## src/hdl/nlt_pkg.sv

```systemverilog
`default_nettype none
package nlt_pkg;

  localparam int unsigned MinPacketLen = 17;
  localparam int unsigned MaxRes = 8;
  localparam logic [31:0] ThresholdReset = 32'd2000;
  localparam logic [31:0] WarnReset = 32'd10000;

  typedef enum logic [2:0] {
    EV_SHORT  = 3'd0,
    EV_FULL   = 3'd1,
    EV_DISC   = 3'd2,
    EV_REJOIN = 3'd3,
    EV_RECV   = 3'd4,
    EV_OFF    = 3'd5,
    EV_STILL  = 3'd6,
    EV_QUIET  = 3'd7
  } event_t;

  typedef enum logic {
    KIND_PACKET = 1'b0,
    KIND_TICK   = 1'b1
  } kind_t;

  typedef enum logic {
    REG_THRESHOLD = 1'b0,
    REG_WARN      = 1'b1
  } reg_idx_t;

  typedef enum logic [1:0] {
    ST_IDLE,
    ST_WALK,
    ST_DONE
  } state_t;

  typedef struct packed {
    logic [15:0] node;
    logic        active;
    logic [31:0] last_seen;
    logic [31:0] off_since;
    logic [31:0] off_decl;
    logic [31:0] last_warn;
    logic [31:0] rx;
    logic [31:0] fail;
    logic [31:0] rejoins;
  } entry_t;

  typedef struct packed {
    event_t      ev;
    logic [15:0] node;
    logic        ok;
    logic [31:0] rx;
    logic [31:0] fail;
    logic [31:0] rejoins;
    logic [31:0] gap;
    logic [31:0] flag;
  } result_t;

  // per-cycle context handed from the sequencer to the head processor
  typedef struct packed {
    kind_t       kind;
    logic [15:0] sender;
    logic [31:0] now;
    logic        ok;
    logic        found;
    logic        head_valid;
    logic        alloc_slot;
    logic [31:0] threshold;
    logic [31:0] warn_period;
  } head_ctx_t;

  typedef struct packed {
    logic pkt_hit;
    logic tick_hit;
  } head_stat_t;

endpackage
`default_nettype wire

```

## src/hdl/nlt_cell.sv

```systemverilog
`default_nettype none
module nlt_cell (
  input  wire                  clk,
  input  wire                  shift_en,
  input  nlt_pkg::entry_t      ent_i,
  output nlt_pkg::entry_t      ent_o
);

  nlt_pkg::entry_t ent_r;

  // take the neighbor's entry on every walk step
  always_ff @(posedge clk) begin
    if (shift_en) begin
      ent_r <= ent_i;
    end
  end

  assign ent_o = ent_r;

endmodule
`default_nettype wire

```

## src/hdl/nlt_head.sv

```systemverilog
`default_nettype none
module nlt_head (
  input  nlt_pkg::head_ctx_t  ctx_i,
  input  nlt_pkg::entry_t     ent_i,
  output nlt_pkg::entry_t     ent_o,
  output nlt_pkg::result_t    res_o,
  output nlt_pkg::head_stat_t stat_o
);

  logic [31:0] gap_seen;
  logic [31:0] gap_warn;
  logic        match;

  assign gap_seen = ctx_i.now - ent_i.last_seen;
  assign gap_warn = ctx_i.now - ent_i.last_warn;
  assign match = ctx_i.head_valid && !ctx_i.found && (ent_i.node == ctx_i.sender);

  always_comb begin
    ent_o = ent_i;
    res_o = '0;
    res_o.node = ctx_i.sender;
    res_o.ok = ctx_i.ok;
    stat_o = '0;
    if (ctx_i.kind == nlt_pkg::KIND_PACKET) begin
      if (match) begin
        stat_o.pkt_hit = 1'b1;
        if (!ent_i.active) begin
          res_o.gap = ctx_i.now - ent_i.off_since;
          res_o.flag = ctx_i.now - ent_i.off_decl;
          ent_o.active = 1'b1;
          ent_o.rejoins = ent_i.rejoins + 32'd1;
          res_o.ev = nlt_pkg::EV_REJOIN;
        end else begin
          res_o.ev = nlt_pkg::EV_RECV;
        end
        ent_o.last_seen = ctx_i.now;
        ent_o.rx = ent_i.rx + 32'd1;
        ent_o.fail = ent_i.fail + {31'd0, !ctx_i.ok};
      end else if (!ctx_i.found && ctx_i.alloc_slot) begin
        stat_o.pkt_hit = 1'b1;
        ent_o = '0;
        ent_o.node = ctx_i.sender;
        ent_o.active = 1'b1;
        ent_o.last_seen = ctx_i.now;
        ent_o.rx = 32'd1;
        ent_o.fail = {31'd0, !ctx_i.ok};
        res_o.ev = nlt_pkg::EV_DISC;
      end
      res_o.rx = ent_o.rx;
      res_o.fail = ent_o.fail;
      res_o.rejoins = ent_o.rejoins;
    end else begin
      res_o.ok = 1'b0;
      res_o.node = ent_i.node;
      res_o.rx = ent_i.rx;
      res_o.fail = ent_i.fail;
      res_o.rejoins = ent_i.rejoins;
      res_o.gap = gap_seen;
      if (ctx_i.head_valid && ent_i.active && (gap_seen > ctx_i.threshold)) begin
        stat_o.tick_hit = 1'b1;
        ent_o.active = 1'b0;
        ent_o.off_since = ent_i.last_seen;
        ent_o.off_decl = ctx_i.now;
        ent_o.last_warn = ctx_i.now;
        res_o.ev = nlt_pkg::EV_OFF;
      end else if (ctx_i.head_valid && !ent_i.active && (gap_warn >= ctx_i.warn_period)) begin
        stat_o.tick_hit = 1'b1;
        ent_o.last_warn = ctx_i.now;
        res_o.ev = nlt_pkg::EV_STILL;
      end
    end
  end

endmodule
`default_nettype wire

```

## src/hdl/node_liveness_tracker_unit.sv

```systemverilog
`default_nettype none
// A packet result is registered at the output after the walk of the entry ring;
// a short packet's result skips the walk. The input is accepted only in idle,
// so a new item waits until the last is done, as set by the walk through the
// single head processor, one entry per cycle; a tick walk also pauses while the result
// register is stalled. Reset (rst_n low, synchronous) empties the table and
// restores the threshold to 2000 ms and the warning period to 10000 ms.
module node_liveness_tracker_unit #(
  parameter int unsigned TABLE_DEPTH = 8
) (
  input  wire          clk,
  input  wire          rst_n,
  // configuration writes
  input  wire          cfg_we,
  input  wire          cfg_index,
  input  wire  [31:0]  cfg_data,
  // input stream
  input  wire          in_tvalid,
  output logic         in_tready,
  // tdata, low bit up: src_id[15:0], now_ms[47:16], pkt_len[58:48],
  // payload_node_id[74:59], payload_sequence[106:75],
  // payload_temperature[122:107], payload_humidity[138:123],
  // payload_battery[154:139], payload_uptime[186:155],
  // payload_check_byte[194:187], zero fill[199:195]
  input  wire  [199:0] in_tdata,
  // tuser: kind
  input  wire          in_tuser,
  // result stream
  output logic         out_tvalid,
  input  wire          out_tready,
  // tdata, low bit up: node_id[15:0], check_ok[16], received_count[48:17],
  // check_fail_count[80:49], rejoin_total[112:81], gap_ms[144:113],
  // flag_to_rejoin_ms[176:145], zero fill[183:177]
  output logic [183:0] out_tdata,
  // tuser: event_res
  output logic [2:0]   out_tuser,
  output logic         out_tlast
);

  localparam int unsigned CW = $clog2(TABLE_DEPTH + 1);
  localparam int unsigned NW = $clog2(nlt_pkg::MaxRes + 1);

  // configuration registers
  logic [31:0] threshold_r;
  logic [31:0] warn_r;

  always_ff @(posedge clk) begin
    if (!rst_n) begin
      threshold_r <= nlt_pkg::ThresholdReset;
      warn_r <= nlt_pkg::WarnReset;
    end else if (cfg_we) begin
      case (nlt_pkg::reg_idx_t'(cfg_index))
        nlt_pkg::REG_THRESHOLD: threshold_r <= cfg_data;
        nlt_pkg::REG_WARN:      warn_r <= cfg_data;
        default: ;
      endcase
    end
  end

  // input unpacking and checksum fold over the sixteen payload bytes
  logic        in_xfer;
  logic [7:0]  cs;
  logic        short_pkt;
  logic        short_in;

  assign in_xfer = in_tvalid && in_tready;
  assign short_pkt = (in_tdata[58:48] < 11'(nlt_pkg::MinPacketLen));
  assign short_in = (nlt_pkg::kind_t'(in_tuser) == nlt_pkg::KIND_PACKET) && short_pkt;

  always_comb begin
    cs = '0;
    for (int b = 0; b < 16; b++) begin
      cs = cs ^ in_tdata[59 + 8*b +: 8];
    end
  end

  // sequencer state
  nlt_pkg::state_t  state_r, state_nxt;
  nlt_pkg::kind_t   kind_r;
  logic [15:0]      sender_r;
  logic [31:0]      now_r;
  logic             ok_r;
  logic             found_r;
  logic [CW-1:0]    step_r;
  logic [CW-1:0]    count_r;
  logic [NW-1:0]    nres_r;
  logic             pend_valid_r;
  nlt_pkg::result_t pend_r;
  nlt_pkg::result_t out_res_r;
  logic             out_valid_r;
  logic             out_last_r;

  logic             out_free;
  logic             walk_adv;
  logic             walk_end;

  assign out_free = !out_valid_r || out_tready;
  // hold a tick walk while the output register is full and not being taken
  assign walk_adv = (state_r == nlt_pkg::ST_WALK)
                 && ((kind_r == nlt_pkg::KIND_PACKET) || out_free);
  assign walk_end = (step_r == CW'(TABLE_DEPTH - 1));

  // entry ring: cell 0 is the head, the processed head re-enters at the tail
  nlt_pkg::entry_t     cell_q [TABLE_DEPTH];
  nlt_pkg::entry_t     head_nxt;
  nlt_pkg::result_t    head_res;
  nlt_pkg::head_stat_t head_stat;
  nlt_pkg::head_ctx_t  ctx;

  for (genvar k = 0; k < TABLE_DEPTH; k++) begin : g_cell
    nlt_pkg::entry_t cell_in;
    if (k == TABLE_DEPTH - 1) begin : g_tail
      assign cell_in = head_nxt;
    end else begin : g_mid
      assign cell_in = cell_q[k + 1];
    end
    nlt_cell u_cell (
      .clk      (clk),
      .shift_en (walk_adv),
      .ent_i    (cell_in),
      .ent_o    (cell_q[k])
    );
  end

  always_comb begin
    ctx.kind = kind_r;
    ctx.sender = sender_r;
    ctx.now = now_r;
    ctx.ok = ok_r;
    ctx.found = found_r;
    ctx.head_valid = (step_r < count_r);
    ctx.alloc_slot = (step_r == count_r);
    ctx.threshold = threshold_r;
    ctx.warn_period = warn_r;
  end

  nlt_head u_head (
    .ctx_i  (ctx),
    .ent_i  (cell_q[0]),
    .ent_o  (head_nxt),
    .res_o  (head_res),
    .stat_o (head_stat)
  );

  // report selection: short packet at accept, closing report at the end
  nlt_pkg::result_t short_res;
  nlt_pkg::result_t fin_res;
  logic             tick_take;
  logic             push_rep;
  logic             fin_load;
  logic             out_load;

  always_comb begin
    short_res = '0;
    short_res.ev = nlt_pkg::EV_SHORT;
    short_res.node = in_tdata[15:0];
    fin_res = '0;
    if (kind_r == nlt_pkg::KIND_TICK) begin
      fin_res.ev = nlt_pkg::EV_QUIET;
    end else begin
      fin_res.ev = nlt_pkg::EV_FULL;
      fin_res.node = sender_r;
      fin_res.ok = ok_r;
    end
  end

  // keep at most MaxRes tick reports; later hits still update their entries
  assign tick_take = head_stat.tick_hit && (nres_r < NW'(nlt_pkg::MaxRes));
  // a new tick report pushes the previous one out, not last
  assign push_rep = walk_adv && tick_take && pend_valid_r;
  assign fin_load = (state_r == nlt_pkg::ST_DONE) && out_free;
  assign out_load = push_rep || fin_load;

  assign in_tready = (state_r == nlt_pkg::ST_IDLE);

  always_comb begin
    state_nxt = state_r;
    case (state_r)
      nlt_pkg::ST_IDLE: begin
        if (in_xfer) begin
          if (short_in) begin
            state_nxt = nlt_pkg::ST_DONE;
          end else begin
            state_nxt = nlt_pkg::ST_WALK;
          end
        end
      end
      nlt_pkg::ST_WALK: begin
        if (walk_adv && walk_end) begin
          state_nxt = nlt_pkg::ST_DONE;
        end
      end
      nlt_pkg::ST_DONE: begin
        if (out_free) begin
          state_nxt = nlt_pkg::ST_IDLE;
        end
      end
      default: state_nxt = nlt_pkg::ST_IDLE;
    endcase
  end

  always_ff @(posedge clk) begin
    if (!rst_n) begin
      state_r <= nlt_pkg::ST_IDLE;
    end else begin
      state_r <= state_nxt;
    end
  end

  // item context, walk counters, the pending report and the output register
  always_ff @(posedge clk) begin
    if (!rst_n) begin
      count_r <= '0;
      step_r <= '0;
      found_r <= 1'b0;
      nres_r <= '0;
      pend_valid_r <= 1'b0;
      out_valid_r <= 1'b0;
      out_last_r <= 1'b0;
    end else begin
      if (out_load) begin
        out_valid_r <= 1'b1;
      end else if (out_tready) begin
        out_valid_r <= 1'b0;
      end
      case (state_r)
        nlt_pkg::ST_IDLE: begin
          if (in_xfer) begin
            kind_r <= nlt_pkg::kind_t'(in_tuser);
            sender_r <= in_tdata[15:0];
            now_r <= in_tdata[47:16];
            ok_r <= (cs == in_tdata[194:187]);
            step_r <= '0;
            found_r <= 1'b0;
            nres_r <= '0;
            pend_valid_r <= short_in;
            pend_r <= short_res;
          end
        end
        nlt_pkg::ST_WALK: begin
          if (walk_adv) begin
            step_r <= step_r + CW'(1);
            if (head_stat.pkt_hit) begin
              found_r <= 1'b1;
              if (!ctx.head_valid) begin
                count_r <= count_r + CW'(1);
              end
            end
            if (head_stat.pkt_hit || tick_take) begin
              pend_valid_r <= 1'b1;
              pend_r <= head_res;
            end
            if (tick_take) begin
              nres_r <= nres_r + NW'(1);
            end
            if (push_rep) begin
              out_res_r <= pend_r;
              out_last_r <= 1'b0;
            end
          end
        end
        nlt_pkg::ST_DONE: begin
          if (fin_load) begin
            out_last_r <= 1'b1;
            pend_valid_r <= 1'b0;
            out_res_r <= pend_valid_r ? pend_r : fin_res;
          end
        end
        default: ;
      endcase
    end
  end

  assign out_tvalid = out_valid_r;
  assign out_tlast = out_last_r;
  assign out_tuser = out_res_r.ev;
  assign out_tdata = {7'd0, out_res_r.flag, out_res_r.gap, out_res_r.rejoins,
                      out_res_r.fail, out_res_r.rx, out_res_r.ok, out_res_r.node};

endmodule
`default_nettype wire
```

## config.mk

```make
export PLATFORM = sky130hd
export DESIGN_NAME = node_liveness_tracker_unit
export DESIGN_NICKNAME = d
export VERILOG_FILES = /design/src/hdl/nlt_pkg.sv /design/src/hdl/nlt_cell.sv /design/src/hdl/nlt_head.sv /design/src/hdl/node_liveness_tracker_unit.sv
export SDC_FILE = /design/constraint.sdc
export NUM_CORES = 2
export LEC_CHECK = 0
export ABC_AREA = 0
export BUFFER_PORTS_ARGS = -buffer_cell sky130_fd_sc_hd__clkbuf_2
export CAP_MARGIN = 0
export CELL_PAD_IN_SITES_DETAIL_PLACEMENT = 1
export CELL_PAD_IN_SITES_GLOBAL_PLACEMENT = 1
export CORE_ASPECT_RATIO = 0.6
export CORE_MARGIN = 8
export CORE_UTILIZATION = 56
export DETAILED_ROUTE_END_ITERATION = 8
export GPL_TIMING_DRIVEN = 0
export PLACE_DENSITY_LB_ADDON = 0.25
export RECOVER_POWER = 25
export SLEW_MARGIN = 20
export SYNTH_ARGS = -nofsm -noshare
export SYNTH_HDL_FRONTEND = slang
export SYNTH_HIERARCHICAL = 1
export SYNTH_SLANG_ARGS = --single-unit
```

## constraint.sdc

```tcl
create_clock -name clk -period 221 [get_ports clk]
set_clock_uncertainty 0.05 [all_clocks]
set_input_delay 44.2 -clock clk [delete_from_list [all_inputs] [get_ports clk]]
set_output_delay 44.2 -clock clk [all_outputs]
set_load 0.01 [all_outputs]
```

==> metrics.md <==
| Metric | Value |
|---|---|
| Status | `finished, final reports clean` |
| Largest net degree at the start of global routing | `60` |
| Worst-path clk slew | `70 ps` |
| Clock sink count | `2420` |
| Worst path max stage delay | `680 ps` |
| Register area share after synthesis | `78.3%` |
| Commonest cells in the netlist | `edfxtp_1 (2338), nand2_1 (413), and2_1 (344)` |
| Worst-path cell chain | `clkbuf_2 > nor2b_2 > a21oi_4 > buf_16 > buf_16 > buf_16 > buf_16 > buf_16 > buf_16 > buf_16 > buf_8 > buf_16` |
| First-pass iteration count of the detailed router | `7` |
| Starting DRC count in detailed routing | `6107` |
| P&R area growth vs syn | `16.0%` |
| Area of the core | `163000 sq um` |
| CP endpoint kind | `register` |
| Horiz. Die Dim | `539 microns` |
| Syn avg cell area | `16.5 sq um` |
| CP Class | `primary input to register` |
| Setup crit start kind | `primary input` |
| Crit path buf inv count | `10` |
| DRC viols | `0` |
| Power Density | `14.9 nW/um^2` |
| Fin crit share | `21.0%` |
| Hold WC Path Type | `register to register` |
| Most used cell, CP | `buf_16` |
| Post-route ant nets | `0` |
| CP delay by family, top | `buffers and inverters` |
| CP max FO | `26` |
| Hold Crit Depth | `0` |
| Number of synthesized register bits | `2420` |
| EDFF count, synth | `2338` |
| Via density | `6.00` |
| Post-Synthesis Cells | `5559` |
| R2R cell count | `25` |
| Library cells used by synthesis | `84` |
| Clk_lat worst skew | `870 ps` |
| Max cap viols | `0` |
| GPL Wtd Cong | `0.896` |
| Input/output buffers | `416` |
| WP depth | `12` |
| Routed len/inst | `29.6 microns` |
| Post-route setup TNS | `0 ps` |
| CP max stage cell | `a21oi_4` |
| H-tree depth | `4` |
| Ys async rst share | `0%` |
| Drt total wl | `256 mm` |
| Placed wire-length estimate | `178 mm` |
| Die boundary height | `330 microns` |
| Count leader, synth | `edfxtp_1` |
| Initial antenna violation count | `14` |
| Clock Path Buffers | `4` |
| Die area | `178000 sq um` |
| Hold-fix buffers, CTS | `0` |
| Crit path DAT | `47000 ps` |
| Max Clk Rate | `21.5 MHz` |
| Worst Tran Pin Value | `1330 ps` |
| Max-slew headroom | `11.1%` |
| Setup Fix Bufs, Post-CTS | `0` |
| Share of cells above drive strength 1 | `16.0%` |
| CTS tree | `built` |
| Starting Density | `56.2%` |
| Post-place instance area | `99500 sq um` |
| # setup viols final | `0` |
| Leakage power | `37.9 nW` |
| Slew Limit Fails | `0` |
| First-pass GRT wire length | `368 mm` |
| Syn. warnings | `6` |
| Synth area leader | `edfxtp_1` |
| Nets | `6755` |
| Cts bufs inserted | `215` |
| Total I/O pin count | `429` |
| Root Driver | `clkbuf_16` |
| Post-cts gate resize count | `0` |
| Peak supply drop | `9.05 uV` |
| Area share of the largest cell type after synthesis | `76.5%` |
| Number of global-route vias before repair | `53785` |
| Tmin final | `46510 ps` |
| Total standard cell area after synthesis | `91800 sq um` |
| WP data required | `221490 ps` |
| GRT overflow | `0` |
| Row cnt | `115` |
| RSZ-0062 raised after global routing | `false` |
| Total number of vias | `51901` |
| GRT Util Overall | `28.3%` |
| Design Area, Final | `106000 sq um` |
| Primary FF master, synth | `edfxtp_1` |
| Synth top area cells | `edfxtp_1 (77%), ha_1 (2.8%), and2_1 (2.3%)` |
| Final hold violations | `0` |
## cells in the final DEF (no fill, tap or decap), types with 50 or more instances in the layout
cell type	synthesis	layout
nand3_1	119	119
a21o_1	80	80
mux2_2	50	50
clkbuf_2	0	434
clkbuf_1	142	165
o31ai_1	83	83
xnor2_1	163	163
dfxtp_1	82	82
mux2i_1	61	61
edfxtp_1	2338	2338
buf_4	104	104
a21boi_0	60	60
clkbuf_16	0	219
xor2_1	84	84
o21ai_0	245	245
and2_1	344	343
buf_16	0	99
nor2_1	152	150
nand2_1	413	413
a21oi_1	148	147
inv_1	236	236
ha_1	203	203
## per-layer routing
metal	up-vias	part of all wire (%)	GRT usage (%)
met5	-	0	0
met2	2491	46	44.6
met4	0	3.4	8.86
met3	528	8.8	5.24
met1	26750	42	40.4
li1	22132	-	-
## power breakdown
group	internal, mW	total, mW	switching (mW)
logic	0.151	0.439	0.288
registers	0.712	0.766	0.0537
clock network	0.212	0.380	0.168
## path summary, 6_finish.rpt
check	from	endpoint	slack [ps]
setup / recovery	out_tready	g_cell[4].u_cell/ent_o[215]	174490
hold / removal	g_cell[5].u_cell/ent_o[206]	g_cell[4].u_cell/ent_o[206]	320
setup reg to reg	now_r[1]	out_tdata[64]	210950
hold reg to reg	g_cell[5].u_cell/ent_o[206]	g_cell[4].u_cell/ent_o[206]	320
## cell families after synthesis
group                      synth area share, %
adders and majority gates                 2.86
DFF                                       78.3
buffers and inverters                     2.48
muxes                                     1.28
xor gates and xnor gates                  2.55
other                                  0.00409
AOI/OAI and AO/OA                         5.53
and+or+nand+nor                           6.99
## final cells by class
class	instances	area [sq um]
Sequential cell	2420	71800
Fill cell	14345	56800
Multi-Input combinational cell	2645	17700
Clock buffer	260	5630
Timing Repair Buffer	527	4990
Tap cell	2164	2710
Buffer	263	1410
Clock inverter	122	1270
Inverter	237	890
Antenna cell	6	15.0
## registers in the layout (all words and copies together) (netlist names)
signal,flops
ok_r,1
pend_r,180
kind_r,1
step_r,4
out_tvalid,1
nres_r,4
found_r,1
out_tdata,177
now_r,32
warn_r,32
sender_r,16
count_r,4
out_tlast,1
g_cell.u_cell/ent_o,1928
state_r,2
threshold_r,32
out_tuser,3
pend_valid_r,1
## metrics by stage
step / util [%] / std cells / worst slack (ps) / hold WS, ps / power [mW]
finish: 65.2 / 8644 / 174490 / 322 / 1.58
global route: 65.2 / 8640 / 174420 / 333 / 1.64
CTS: 65.2 / 8638 / 174550 / 328 / 1.59
detailed placement: 60.9 / 8256 / 173650 / 355 / 1.20
global placement: 59.1 / 8145 / 36950 / 350 / 1.93
floorplan: - / 5565 / 72530 / 350 / 1.58
(Power assumes the default switching activity.)
